--- config.mk ---
export PLATFORM = sky130hd
export DESIGN_NAME = strict_priority_multi_queue
export DESIGN_NICKNAME = d
export VERILOG_FILES = /design/src/sv/spmq_pkg.sv /design/src/sv/spmq_pri_enc.sv /design/src/sv/spmq_store.sv /design/src/sv/strict_priority_multi_queue.sv
export SDC_FILE = /design/constraint.sdc
export NUM_CORES = 2
export LEC_CHECK = 0
export BUFFER_PORTS_ARGS = -buffer_cell sky130_fd_sc_hd__buf_4
export CAP_MARGIN = 20
export CORE_ASPECT_RATIO = 1.75
export CORE_MARGIN = 10
export CORE_UTILIZATION = 35
export DETAILED_ROUTE_END_ITERATION = 6
export GPL_ROUTABILITY_DRIVEN = 1
export GPL_TIMING_DRIVEN = 1
export PLACE_DENSITY = 0.6
export SYNTH_ARGS = -nofsm -noshare
export SYNTH_HDL_FRONTEND = slang
export SYNTH_HIERARCHICAL = 1
export SYNTH_SLANG_ARGS = --single-unit
--- constraint.sdc ---
create_clock -name i_clk -period 6.92 [get_ports i_clk]
set_clock_uncertainty 0.2 [all_clocks]
set_input_delay 1.384 -clock i_clk [delete_from_list [all_inputs] [get_ports i_clk]]
set_output_delay 1.384 -clock i_clk [all_outputs]
set_load 0.01 [all_outputs]
--- src/sv/spmq_pkg.sv ---
// Shared types and constants for the strict priority multi-queue.
`timescale 1ns / 1ps
package spmq_pkg;

    localparam int PRI_W     = 3;
    localparam int MSG_W     = 16;
    localparam int COUNT_W   = 8;
    localparam int LVL_CFG_W = 4;
    localparam int STATUS_W  = 2;

    typedef logic [MSG_W-1:0] t_msg;
    typedef logic [PRI_W-1:0] t_pri;

    typedef enum logic {
        OP_PUT,
        OP_GET
    } t_op;

    typedef enum logic [STATUS_W-1:0] {
        ST_OK,
        ST_EMPTY,
        ST_DROPPED,
        ST_FULL
    } t_status;

    localparam logic [LVL_CFG_W-1:0] LEVELS_RESET = 4'd8;
    localparam int REG_LEVELS_IN_USE = 0;

endpackage

--- src/sv/spmq_pri_enc.sv ---
// Priority encoder: lowest-numbered requesting level wins.
`timescale 1ns / 1ps
module spmq_pri_enc #(
    parameter int N = 8,
    parameter int W = 3
) (
    input  logic [N-1:0] i_req,
    output logic         o_found,
    output logic [W-1:0] o_index
);

    always_comb begin
        o_found = 1'b0;
        o_index = '0;
        for (int i = N - 1; i >= 0; i--) begin
            if (i_req[i]) begin
                o_found = 1'b1;
                o_index = W'(i);
            end
        end
    end

endmodule

--- src/sv/spmq_store.sv ---
// Handle memory: one write port, one registered read port.
`timescale 1ns / 1ps
module spmq_store #(
    parameter int DEPTH  = 128,
    parameter int ADDR_W = 7,
    parameter int DATA_W = 16
) (
    input  logic              i_clk,
    input  logic              i_wr_en,
    input  logic [ADDR_W-1:0] i_wr_addr,
    input  logic [DATA_W-1:0] i_wr_data,
    input  logic              i_rd_en,
    input  logic [ADDR_W-1:0] i_rd_addr,
    output spmq_pkg::t_msg    o_rd_data
);
    import spmq_pkg::*;

    logic [DATA_W-1:0] r_mem [DEPTH];
    logic [DATA_W-1:0] r_rd_data;

    always_ff @(posedge i_clk) begin
        if (i_wr_en) begin
            r_mem[i_wr_addr] <= i_wr_data;
        end
        if (i_rd_en) begin
            r_rd_data <= r_mem[i_rd_addr];
        end
    end

    assign o_rd_data = MSG_W'(r_rd_data);

endmodule

--- src/sv/strict_priority_multi_queue.sv ---
// Strict priority multi-queue: one FIFO of message handles per priority level.
// Input stream: tuser carries the operation (put or get), tdata carries the
// priority level and the handle. Every accepted item yields exactly one result.
// Output stream: tuser carries the status (ok, empty, dropped, full), tdata the
// dequeued handle, the level it came from and the total number of held handles.
// A get takes the lowest-numbered non-empty level below levels_in_use (0 acts as 1).
// An accepted item is held in the input register and then loaded into the result
// register; the result register and the memory's registered read load together.
// Throughput: one item per cycle while the output is not stalled, set by the level
// counters and pointers and the one-port-per-direction handle memory.
// Reset empties every level and sets levels_in_use to 8; no clearing pass runs.
// When the receiver stalls, the result holds, the input register takes one more
// item, and the input stream then stalls as well.
// levels_in_use lives at APB byte address 0; write it only while idle.
`timescale 1ns / 1ps
module strict_priority_multi_queue #(
    parameter int LEVELS      = 8,
    parameter int LEVEL_DEPTH = 16,
    parameter int ID_BITS     = 16
) (
    input  logic        i_clk,
    input  logic        i_rst_n,
    // APB configuration
    input  logic        psel,
    input  logic        penable,
    input  logic        pwrite,
    input  logic [2:0]  paddr,
    input  logic [31:0] pwdata,
    output logic [31:0] prdata,
    output logic        pready,
    // Input stream
    input  logic        i_s_tvalid,
    output logic        o_s_tready,
    input  logic [23:0] i_s_tdata,   // [2:0] priority_req, [18:3] message_id, [23:19] zero
    input  logic        i_s_tuser,   // [0] op
    // Output stream
    output logic        o_m_tvalid,
    input  logic        i_m_tready,
    output logic [31:0] o_m_tdata,   // [15:0] message_id_out, [18:16] served_priority,
                                     // [26:19] total_count, [31:27] zero
    output logic [1:0]  o_m_tuser    // [1:0] status
);
    import spmq_pkg::*;

    localparam int TOTAL   = LEVELS * LEVEL_DEPTH;
    localparam int LVL_W   = (LEVELS > 1) ? $clog2(LEVELS) : 1;
    localparam int PTR_W   = $clog2(LEVEL_DEPTH);
    localparam int CNT_W   = $clog2(LEVEL_DEPTH + 1);
    localparam int ADDR_W  = $clog2(TOTAL);
    localparam int TOT_RAW = $clog2(TOTAL + 1);
    localparam int TOT_W   = (TOT_RAW > COUNT_W) ? TOT_RAW : COUNT_W;
    localparam int SW      = (ID_BITS < MSG_W) ? ID_BITS : MSG_W;

    localparam logic [5:0]       LEVELS_L   = 6'(LEVELS);
    localparam logic [PTR_W-1:0] PTR_LAST   = PTR_W'(LEVEL_DEPTH - 1);
    localparam logic [CNT_W-1:0] CNT_FULL   = CNT_W'(LEVEL_DEPTH);
    localparam logic [ADDR_W-1:0] ROW_STEP  = ADDR_W'(LEVEL_DEPTH);

    // Configuration
    logic [LVL_CFG_W-1:0] r_levels;
    logic                 cfg_wr;

    assign pready = 1'b1;
    assign cfg_wr = psel && penable && pwrite && pready
                    && (paddr[2] == 1'(REG_LEVELS_IN_USE));
    assign prdata = (paddr[2] == 1'(REG_LEVELS_IN_USE)) ? 32'(r_levels) : '0;

    always_ff @(posedge i_clk) begin
        if (!i_rst_n) begin
            r_levels <= LEVELS_RESET;
        end else if (cfg_wr) begin
            r_levels <= pwdata[LVL_CFG_W-1:0];
        end
    end

    // Input register
    logic        r_a_valid;
    t_op         r_a_op;
    t_pri        r_a_pri;
    t_msg        r_a_id;
    logic        b_fire;

    assign b_fire     = r_a_valid && (!o_m_tvalid || i_m_tready);
    assign o_s_tready = !r_a_valid || b_fire;

    always_ff @(posedge i_clk) begin
        if (!i_rst_n) begin
            r_a_valid <= 1'b0;
        end else if (o_s_tready) begin
            r_a_valid <= i_s_tvalid;
        end
        if (o_s_tready && i_s_tvalid) begin
            r_a_op  <= t_op'(i_s_tuser);
            r_a_pri <= i_s_tdata[PRI_W-1:0];
            r_a_id  <= i_s_tdata[PRI_W +: MSG_W];
        end
    end

    // Level state
    logic [CNT_W-1:0] r_level_count [LEVELS];
    logic [PTR_W-1:0] r_head [LEVELS];
    logic [PTR_W-1:0] r_tail [LEVELS];
    logic [TOT_W-1:0] r_held_total;

    logic [5:0]        lim;
    logic [5:0]        pri_ext;
    logic [LVL_W-1:0]  pri_idx;
    logic              in_range;
    logic              lvl_full;
    logic              put_ok;
    logic              get_ok;
    logic [LEVELS-1:0] cand;
    logic              found;
    logic [LVL_W-1:0]  sel_lvl;
    logic [5:0]        sel_ext;
    logic [ADDR_W-1:0] wr_addr;
    logic [ADDR_W-1:0] rd_addr;
    logic [TOT_W-1:0]  n_held_total;
    t_status           n_status;

    always_comb begin
        if (r_levels == '0) begin
            lim = 6'd1;
        end else if (6'(r_levels) > LEVELS_L) begin
            lim = LEVELS_L;
        end else begin
            lim = 6'(r_levels);
        end
        for (int i = 0; i < LEVELS; i++) begin
            cand[i] = (r_level_count[i] != '0) && (6'(i) < lim);
        end
    end

    assign pri_ext  = 6'(r_a_pri);
    assign pri_idx  = pri_ext[LVL_W-1:0];
    assign in_range = pri_ext < lim;
    assign lvl_full = r_level_count[pri_idx] == CNT_FULL;
    assign put_ok   = (r_a_op == OP_PUT) && in_range && !lvl_full;

    spmq_pri_enc #(
        .N (LEVELS),
        .W (LVL_W)
    ) u_pri_enc (
        .i_req   (cand),
        .o_found (found),
        .o_index (sel_lvl)
    );

    assign get_ok  = (r_a_op == OP_GET) && found;
    assign sel_ext = 6'(sel_lvl);
    assign wr_addr = ADDR_W'(pri_idx) * ROW_STEP + ADDR_W'(r_tail[pri_idx]);
    assign rd_addr = ADDR_W'(sel_lvl) * ROW_STEP + ADDR_W'(r_head[sel_lvl]);

    always_comb begin
        n_held_total = r_held_total;
        if (put_ok) begin
            n_held_total = r_held_total + 1'b1;
        end else if (get_ok) begin
            n_held_total = r_held_total - 1'b1;
        end
        if (r_a_op == OP_GET) begin
            n_status = found ? ST_OK : ST_EMPTY;
        end else if (!in_range) begin
            n_status = ST_DROPPED;
        end else if (lvl_full) begin
            n_status = ST_FULL;
        end else begin
            n_status = ST_OK;
        end
    end

    always_ff @(posedge i_clk) begin
        if (!i_rst_n) begin
            for (int i = 0; i < LEVELS; i++) begin
                r_level_count[i] <= '0;
                r_head[i]        <= '0;
                r_tail[i]        <= '0;
            end
            r_held_total <= '0;
        end else if (b_fire) begin
            if (put_ok) begin
                r_level_count[pri_idx] <= r_level_count[pri_idx] + 1'b1;
                r_tail[pri_idx] <= (r_tail[pri_idx] == PTR_LAST) ? '0
                                   : r_tail[pri_idx] + 1'b1;
            end
            if (get_ok) begin
                r_level_count[sel_lvl] <= r_level_count[sel_lvl] - 1'b1;
                r_head[sel_lvl] <= (r_head[sel_lvl] == PTR_LAST) ? '0
                                   : r_head[sel_lvl] + 1'b1;
            end
            r_held_total <= n_held_total;
        end
    end

    // Handle memory
    t_msg rd_data;

    spmq_store #(
        .DEPTH  (TOTAL),
        .ADDR_W (ADDR_W),
        .DATA_W (SW)
    ) u_store (
        .i_clk     (i_clk),
        .i_wr_en   (b_fire && put_ok),
        .i_wr_addr (wr_addr),
        .i_wr_data (r_a_id[SW-1:0]),
        .i_rd_en   (b_fire && get_ok),
        .i_rd_addr (rd_addr),
        .o_rd_data (rd_data)
    );

    // Result register
    logic               r_out_valid;
    t_status            r_out_status;
    logic               r_out_take;
    logic [PRI_W-1:0]   r_out_served;
    logic [COUNT_W-1:0] r_out_count;

    always_ff @(posedge i_clk) begin
        if (!i_rst_n) begin
            r_out_valid <= 1'b0;
        end else if (b_fire) begin
            r_out_valid <= 1'b1;
        end else if (i_m_tready) begin
            r_out_valid <= 1'b0;
        end
        if (b_fire) begin
            r_out_status <= n_status;
            r_out_take   <= get_ok;
            r_out_served <= get_ok ? sel_ext[PRI_W-1:0] : '0;
            r_out_count  <= n_held_total[COUNT_W-1:0];
        end
    end

    assign o_m_tvalid = r_out_valid;
    assign o_m_tuser  = r_out_status;
    assign o_m_tdata  = {5'b0, r_out_count, r_out_served,
                         (r_out_take ? rd_data : t_msg'('0))};

    // Checks
    a_total_bound: assert property (@(posedge i_clk) disable iff (!i_rst_n)
        r_held_total <= TOT_W'(TOTAL))
        else $error("held total exceeds capacity");

    a_put_counts: assert property (@(posedge i_clk) disable iff (!i_rst_n)
        b_fire && put_ok |=> r_held_total == $past(r_held_total) + 1'b1)
        else $error("accepted put did not raise the total");

    a_get_counts: assert property (@(posedge i_clk) disable iff (!i_rst_n)
        b_fire && get_ok |=> r_held_total == $past(r_held_total) - 1'b1)
        else $error("served get did not lower the total");

    a_empty_result: assert property (@(posedge i_clk) disable iff (!i_rst_n)
        r_out_valid && (r_out_status != ST_OK) |-> !r_out_take && (r_out_served == '0))
        else $error("failed item carries a handle or level");

endmodule

---- After elaboration in Yosys (flattened, before gate mapping) ----
Memory sizes are Yosys's and may differ from the RTL's. A register that Yosys moved wholly into a read port is not among the register bits.
Index checks and enable logic that the tools add are counted.
storage, ports and cells
  register bits ........................... 48
  bits in writable memories ............... 2,152
  input bits .............................. 67
  output and inout bits ................... 69
  logic and storage cells ................. 130
  memories kept ........................... 4
memory list
  memory         words  width  read ports  clocked after memory_dff  write ports  RTL line                            text
  u_store.r_mem  128    16     1           1                         1            spmq_store.sv:18                    logic [DATA_W-1:0] r_mem [DEPTH];
  r_level_count  8      5      10          1                         8            strict_priority_multi_queue.sv:100  logic [CNT_W-1:0] r_level_count [LEVELS];
  r_head         8      4      1           0                         8            strict_priority_multi_queue.sv:101  logic [PTR_W-1:0] r_head [LEVELS];
  r_tail         8      4      1           1                         8            strict_priority_multi_queue.sv:102  logic [PTR_W-1:0] r_tail [LEVELS];
cells by class
  add/subtract/negate cells ............... 8
  magnitude comparators ................... 10
  equality and inequality tests ........... 3
  multiplexer cells ....................... 55
  bitwise logic cells ..................... 2
  reductions and logical operators ........ 37
operators with widths
  cell                                                                          count
  3-bit two-way mux                                                             14
  5-bit nonzero test                                                            8
  4-bit two-way mux                                                             7
  1-bit two-way mux                                                             26
  3-bit by 6-bit less-than comparator with 1-bit output (first input constant)  4
  1-bit logical AND                                                             18
  16-bit two-way mux                                                            1
  8-bit two-way mux                                                             2
  7-bit by 4-bit adder with 7-bit output                                        2
  1-bit by 6-bit less-than comparator with 1-bit output (first input constant)  2
  2-bit by 6-bit less-than comparator with 1-bit output (first input constant)  2
  5-bit two-way mux                                                             2
  5-bit OR reduction                                                            2
  4-bit by 1-bit adder with 4-bit output (second input constant)                2
  8-bit by 1-bit adder with 8-bit output (second input constant)                1
  4-bit equality test (second input constant)                                   2
  4-bit OR reduction                                                            2
  8-bit by 1-bit subtractor with 8-bit output (second input constant)           1
  3-bit by 6-bit less-than comparator with 1-bit output                         1
  2-bit two-way mux                                                             3
  5-bit by 1-bit adder with 5-bit output (second input constant)                1
  5-bit equality test (second input constant)                                   1
  5-bit by 1-bit subtractor with 5-bit output (second input constant)           1
  4-bit > comparator (second input constant)                                    1
  5 further kinds                                                               9

---- Logic depth before layout (Yosys ltp) ----
  word-level depth ........................ 20
  depth in mapped cells ................... 18

---- Hierarchy ----
Netlist, hierarchy kept.
modules (own cells, without submodules)
  module                       instances  cells an instance  area each (sq um)  sequential area each (sq um)
  spmq_store                   1          3,086              78,683.0           61,979.4
  strict_priority_multi_queue  1          709                8,234.1            4,484.3
  spmq_pri_enc                 1          13                 80.1               0.0

---- Worst setup path after synthesis ----
OpenSTA, ideal clock, no wires.
  path type ............................... register to register
  from .................................... register r_levels[2]
  to ...................................... register u_store.r_rd_data[0], in the netlist u_store/o_rd_data[0], read port of u_store.r_mem, data pin
  library setup time ...................... 260 ps
  arrival time ............................ 4,779 ps
  data required time ...................... 6,460 ps
  slack ................................... 1,682 ps
  stages on the path, launching flop included .. 18
  clock period less this slack ............ 5,238 ps
  cells stage by stage .................... dfxtp_1 clkbuf_1 nor2_1 a22oi_1 nor4_2 nor2b_1 clkbuf_1 clkbuf_1 mux4_2 nand2_1 nand2_1 clkbuf_1 clkbuf_1 buf_1 mux4_2 mux4_2 mux4_2 mux2_2
between the ends
  elaborated cells between the ends (all ways) .. 40
  those cells by class .................... add/sub: 1; order compare: 9; mux: 18; reduce/logical: 11; memory: 1
RTL lines
  element                                                  RTL line                            text
  from (decl)                                              strict_priority_multi_queue.sv:60   logic [LVL_CFG_W-1:0] r_levels;
  from (signal assigned)                                   strict_priority_multi_queue.sv:72   r_levels <= pwdata[LVL_CFG_W-1:0];
  4-bit > comparator                                       strict_priority_multi_queue.sv:124  end else if (6'(r_levels) > LEVELS_L) begin
  4-bit two-way mux                                        strict_priority_multi_queue.sv:124
  4-bit two-way mux *                                      strict_priority_multi_queue.sv:122  if (r_levels == '0) begin
  2-bit by 6-bit less-than comparator with 1-bit output *  strict_priority_multi_queue.sv:130  cand[i] = (r_level_count[i] != '0) && (6'(i) < lim);
  1-bit logical AND *                                      strict_priority_multi_queue.sv:130
  via cand[2]                                              strict_priority_multi_queue.sv:112  logic [LEVELS-1:0] cand;
  3-bit two-way mux * (3 in series)                        spmq_pri_enc.sv:16                  if (i_req[i]) begin
  memory read 8 x 4 bit                                    -
  7-bit by 4-bit adder with 7-bit output *                 strict_priority_multi_queue.sv:152  assign rd_addr = ADDR_W'(sel_lvl) * ROW_STEP + ADDR_W'(r_head[sel_lvl]);
  via rd_addr[6]                                           strict_priority_multi_queue.sv:117  logic [ADDR_W-1:0] rd_addr;
  to (decl)                                                spmq_store.sv:19                    logic [DATA_W-1:0] r_rd_data;
Mark *: on every way through the listed nets, which the timed path passes. The rest lies on a longest branch.
A chain may end at the register's enable or synchronous reset.

==> summary.txt <==
Final layout
  – Finished Layout Cells: 7527
  – Fillers: 21600
  – Core Util, Final: 0.397
  – Share of cells above drive strength 1: 0.309
  – Area Growth Syn to Fin: 13.2%
  – Fin nets: 4165

Yosys
  – Flops & latches, synth: 2219
  – Synth top cells by count: edfxtp_1, mux4_2, nor2_1, clkbuf_1, nand2_1
  – FFs w/ async S/R, synth: 0
  – Synthesized area per cell: 22.8 sq um
  – Post-synthesis sequential area ratio: 0.764
  – Main synth FF type: edfxtp_1
  – Synth top area share: 0.760
  – Number of synthesis warnings: 6
  – EDFF count, synth: 2202
  – Largest cells by area after synthesis: edfxtp_1, mux4_2, nor2_1
  – Synthesized area: 87000 sq um
  – Synth area leader: edfxtp_1
  – Top-count cell post-synth: edfxtp_1
  – Distinct cells, synth: 62
  – Synthesized instance count: 3808

Floorplan
  – Row cnt: 242
  – CORE AREA: 248000 sq um
  – Ports: 136
  – Initial Utilization: 0.351
  – Die area: 270000 sq um
  – DIE WIDTH: 397 um
  – Die height: 680 um

Clocking
  – CTS Buf Count: 183
  – Clk_lat worst skew: 0.85 ns
  – CTS tree: yes
  – Hold Buf Count CTS: 0
  – Post-CTS Setup Repair Bufs: 0
  – H-tree depth reported by CTS: 4
  – Clk buf depth: 4
  – Number of clock sinks: 2219
  – Cts repair resizes: 0
  – Root Driver: clkbuf_16
  – CTS clk-pin slew, worst paths: 0.07 ns

Route
  – Initial DRC count: 3495
  – Residual DRC count: 0
  – Drt pass-1 iters: 7
  – WL final: 206000 um
  – Avg Vias per Cell: 5.27
  – Via Count: 39700
  – WL per Instance: 27.4 um
  – Antenna viol nets, final: 0

Critical path
  – Critical path peak fanout: 50
  – Critical Path AT: 6.36 ns
  – Most frequent CP cell: mux4_2
  – Cells on worst reg2reg path: 13
  – Crit-path cells: nor3_1 -> a21oi_1 -> nor4_1 -> nor2b_4 -> mux4_2 -> nand2_1 -> nand2_4 -> buf_4 -> buf_4 -> mux4_2 -> mux4_2 -> mux4_2 -> mux2_2
  – CP Class: flip-flop to flip-flop
  – CP max stage delay: 0.70 ns
  – Slowest CP cell: buf_4
  – Data required, critical path: 7.29 ns
  – Startpoint types: flip-flop
  – Worst Setup End Kind: flip-flop

Timing
  – F_max: 167 MHz
  – RSZ-0062 raised after global routing: false
  – Period minus WS final: 5.99 ns
  – Slew Viols, Final: 0
  – Final Cycle Share: 0.866
  – Finish-stage setup viols: 0
  – Setup TNS: 0 ns
  – Worst Tran Pin Value: 1.14 ns
  – Final Hold Vio Count: 0
  – Worst relative slew slack: 0.239

Placement
  – Port bufs: 66
  – Placed cells: 7193
  – DP Wirelength: 128000 um
  – Routability cong.: 0.835

Global route
  – Pin count of the biggest net entering global routing: 144
  – Initial antenna violation count: 6
  – Vias in the first global route: 42300
  – Tot GR Track Use: 0.150
  – Gr ovfl total: 0
  – First-pass GRT wire length: 299000 um

Pwr
  – Gate power share: 0.072
  – Static leakage: 29.9 nW
  – Internal: 21.3 mW
  – Power Density: 276 nW/um^2
  – Clock share of power: 0.380
  – Switch share: 0.214
  – Flop pwr share: 0.548
  – Worst VDD drop: 0.000211 V
  – NetSw: 5.83 mW

Worst hold path
  – Hold path depth: 2
  – Worst hold-check path type: flip-flop to flip-flop

Status
  – Outcome: complete, no violations

Run
  – Maximum Capacitance Violations: 0
==> per-layer routing <==
| layer | GRT usage | routed length (um) | vias up |
|---|---|---|---|
| li1 | - | - | 16600 |
| met1 | 0.170 | 73600 | 21600 |
| met2 | 0.286 | 116000 | 1153 |
| met3 | 0.0164 | 9020 | 345 |
| met4 | 0.0587 | 8180 | 2 |
| met5 | 0 | 13 | - |
==> path summary, 6_finish.rpt <==
check,from,to,slack (ns)
worst max-delay path,r_level_count[5][0],u_store/o_rd_data[0],0.93
worst min-delay path,r_held_total[6],r_held_total[6],0.32
worst max register to register,r_level_count[5][0],u_store/o_rd_data[0],0.93
worst min register to register,r_held_total[6],r_held_total[6],0.32
==> critical path, delay by kind of cell, from the launching register on <==
| kind | cells | cell delay (ns) |
|---|---|---|
| AOI/OAI and AO/OA | 1 | 0.15 |
| buffers and inverters | 2 | 1.11 |
| DFF | 1 | 0.44 |
| muxes | 5 | 1.95 |
| and+or+nand+nor | 5 | 1.80 |
==> per-stage QoR <==
step | instance area, sq um | power, mW | hold WS [ns] | worst slack (ns)
6_report | 98500 | 27.2 | 0.317 | 0.931
3_3_place_gp | 92600 | 17.1 | 0.298 | 1.00
2_1_floorplan | 87100 | 16.5 | 0.276 | 1.68
5_1_grt | 98500 | 28.0 | 0.344 | 0.681
4_1_cts | 98400 | 27.4 | 0.316 | 0.869
3_5_place_dp | 92600 | 17.2 | 0.306 | 0.932
==> flip-flops by register name, summed over array words and instances (netlist names), 8 cells and up, named ones only <==
register	count
r_a_id	16
r_head	32
r_held_total	8
r_level_count	40
r_out_count	8
r_tail	32
u_store/o_rd_data	16
u_store/r_mem	2048
==> layout by cell type (no fill, tap or decap), types with 19 or more instances in the layout <==
cell / netlist / routed
a21oi_1: 20 / 20
buf_4: 35 / 274
bufinv_16: 0 / 19
clkbuf_1: 104 / 38
clkbuf_16: 0 / 187
clkinv_1: 1 / 40
clkinv_2: 0 / 27
conb_1: 2 / 34
edfxtp_1: 2202 / 2202
mux2_2: 22 / 22
mux4_2: 712 / 712
nand2_1: 85 / 83
nand3_1: 33 / 33
nor2_1: 253 / 251
nor3_1: 28 / 19
o21ai_0: 28 / 28
==> kinds of logic (layout without fill, tap and decap cells) <==
kind of cell             count (synthesis)  count (layout)  share of synthesized area
flip-flops                            2219            2219                      0.764
AO/OA/AOI/OAI                           87              87                    0.00679
AND/OR/NAND/NOR                        478             478                     0.0241
multiplexers                           750             750                      0.189
other                                    2              39                  0.0000863
XOR/XNOR                                12              12                    0.00121
buffers and inverters                  251             639                     0.0135
adder cells (fa/ha/maj)                  9               9                    0.00129
==> layout make-up <==
class / instances / area [sq um] / share of cell area
Sequential cell: 2219 / 66500 / 0.675
Multi-Input combinational cell: 1370 / 19600 / 0.199
Clock buffer: 225 / 4820 / 0.0489
Tap cell: 3294 / 4120 / 0.0418
Timing Repair Buffer: 295 / 2470 / 0.0251
Clock inverter: 99 / 970 / 0.00984
Inverter: 20 / 90.1 / 0.000914
Antenna cell: 5 / 12.5 / 0.000127
==> power groups by stage <==
stage	Clock (mW)	Sequential, mW	Combinational, mW
final	10.3	14.9	1.95
after global routing	11.0	14.9	2.06
after CTS	10.6	14.9	1.96
after detailed placement	0	15.2	1.96
after global placement	0	15.2	1.93
after floorplan	0	15.3	1.21
Power figures use the tool's default switching activity.
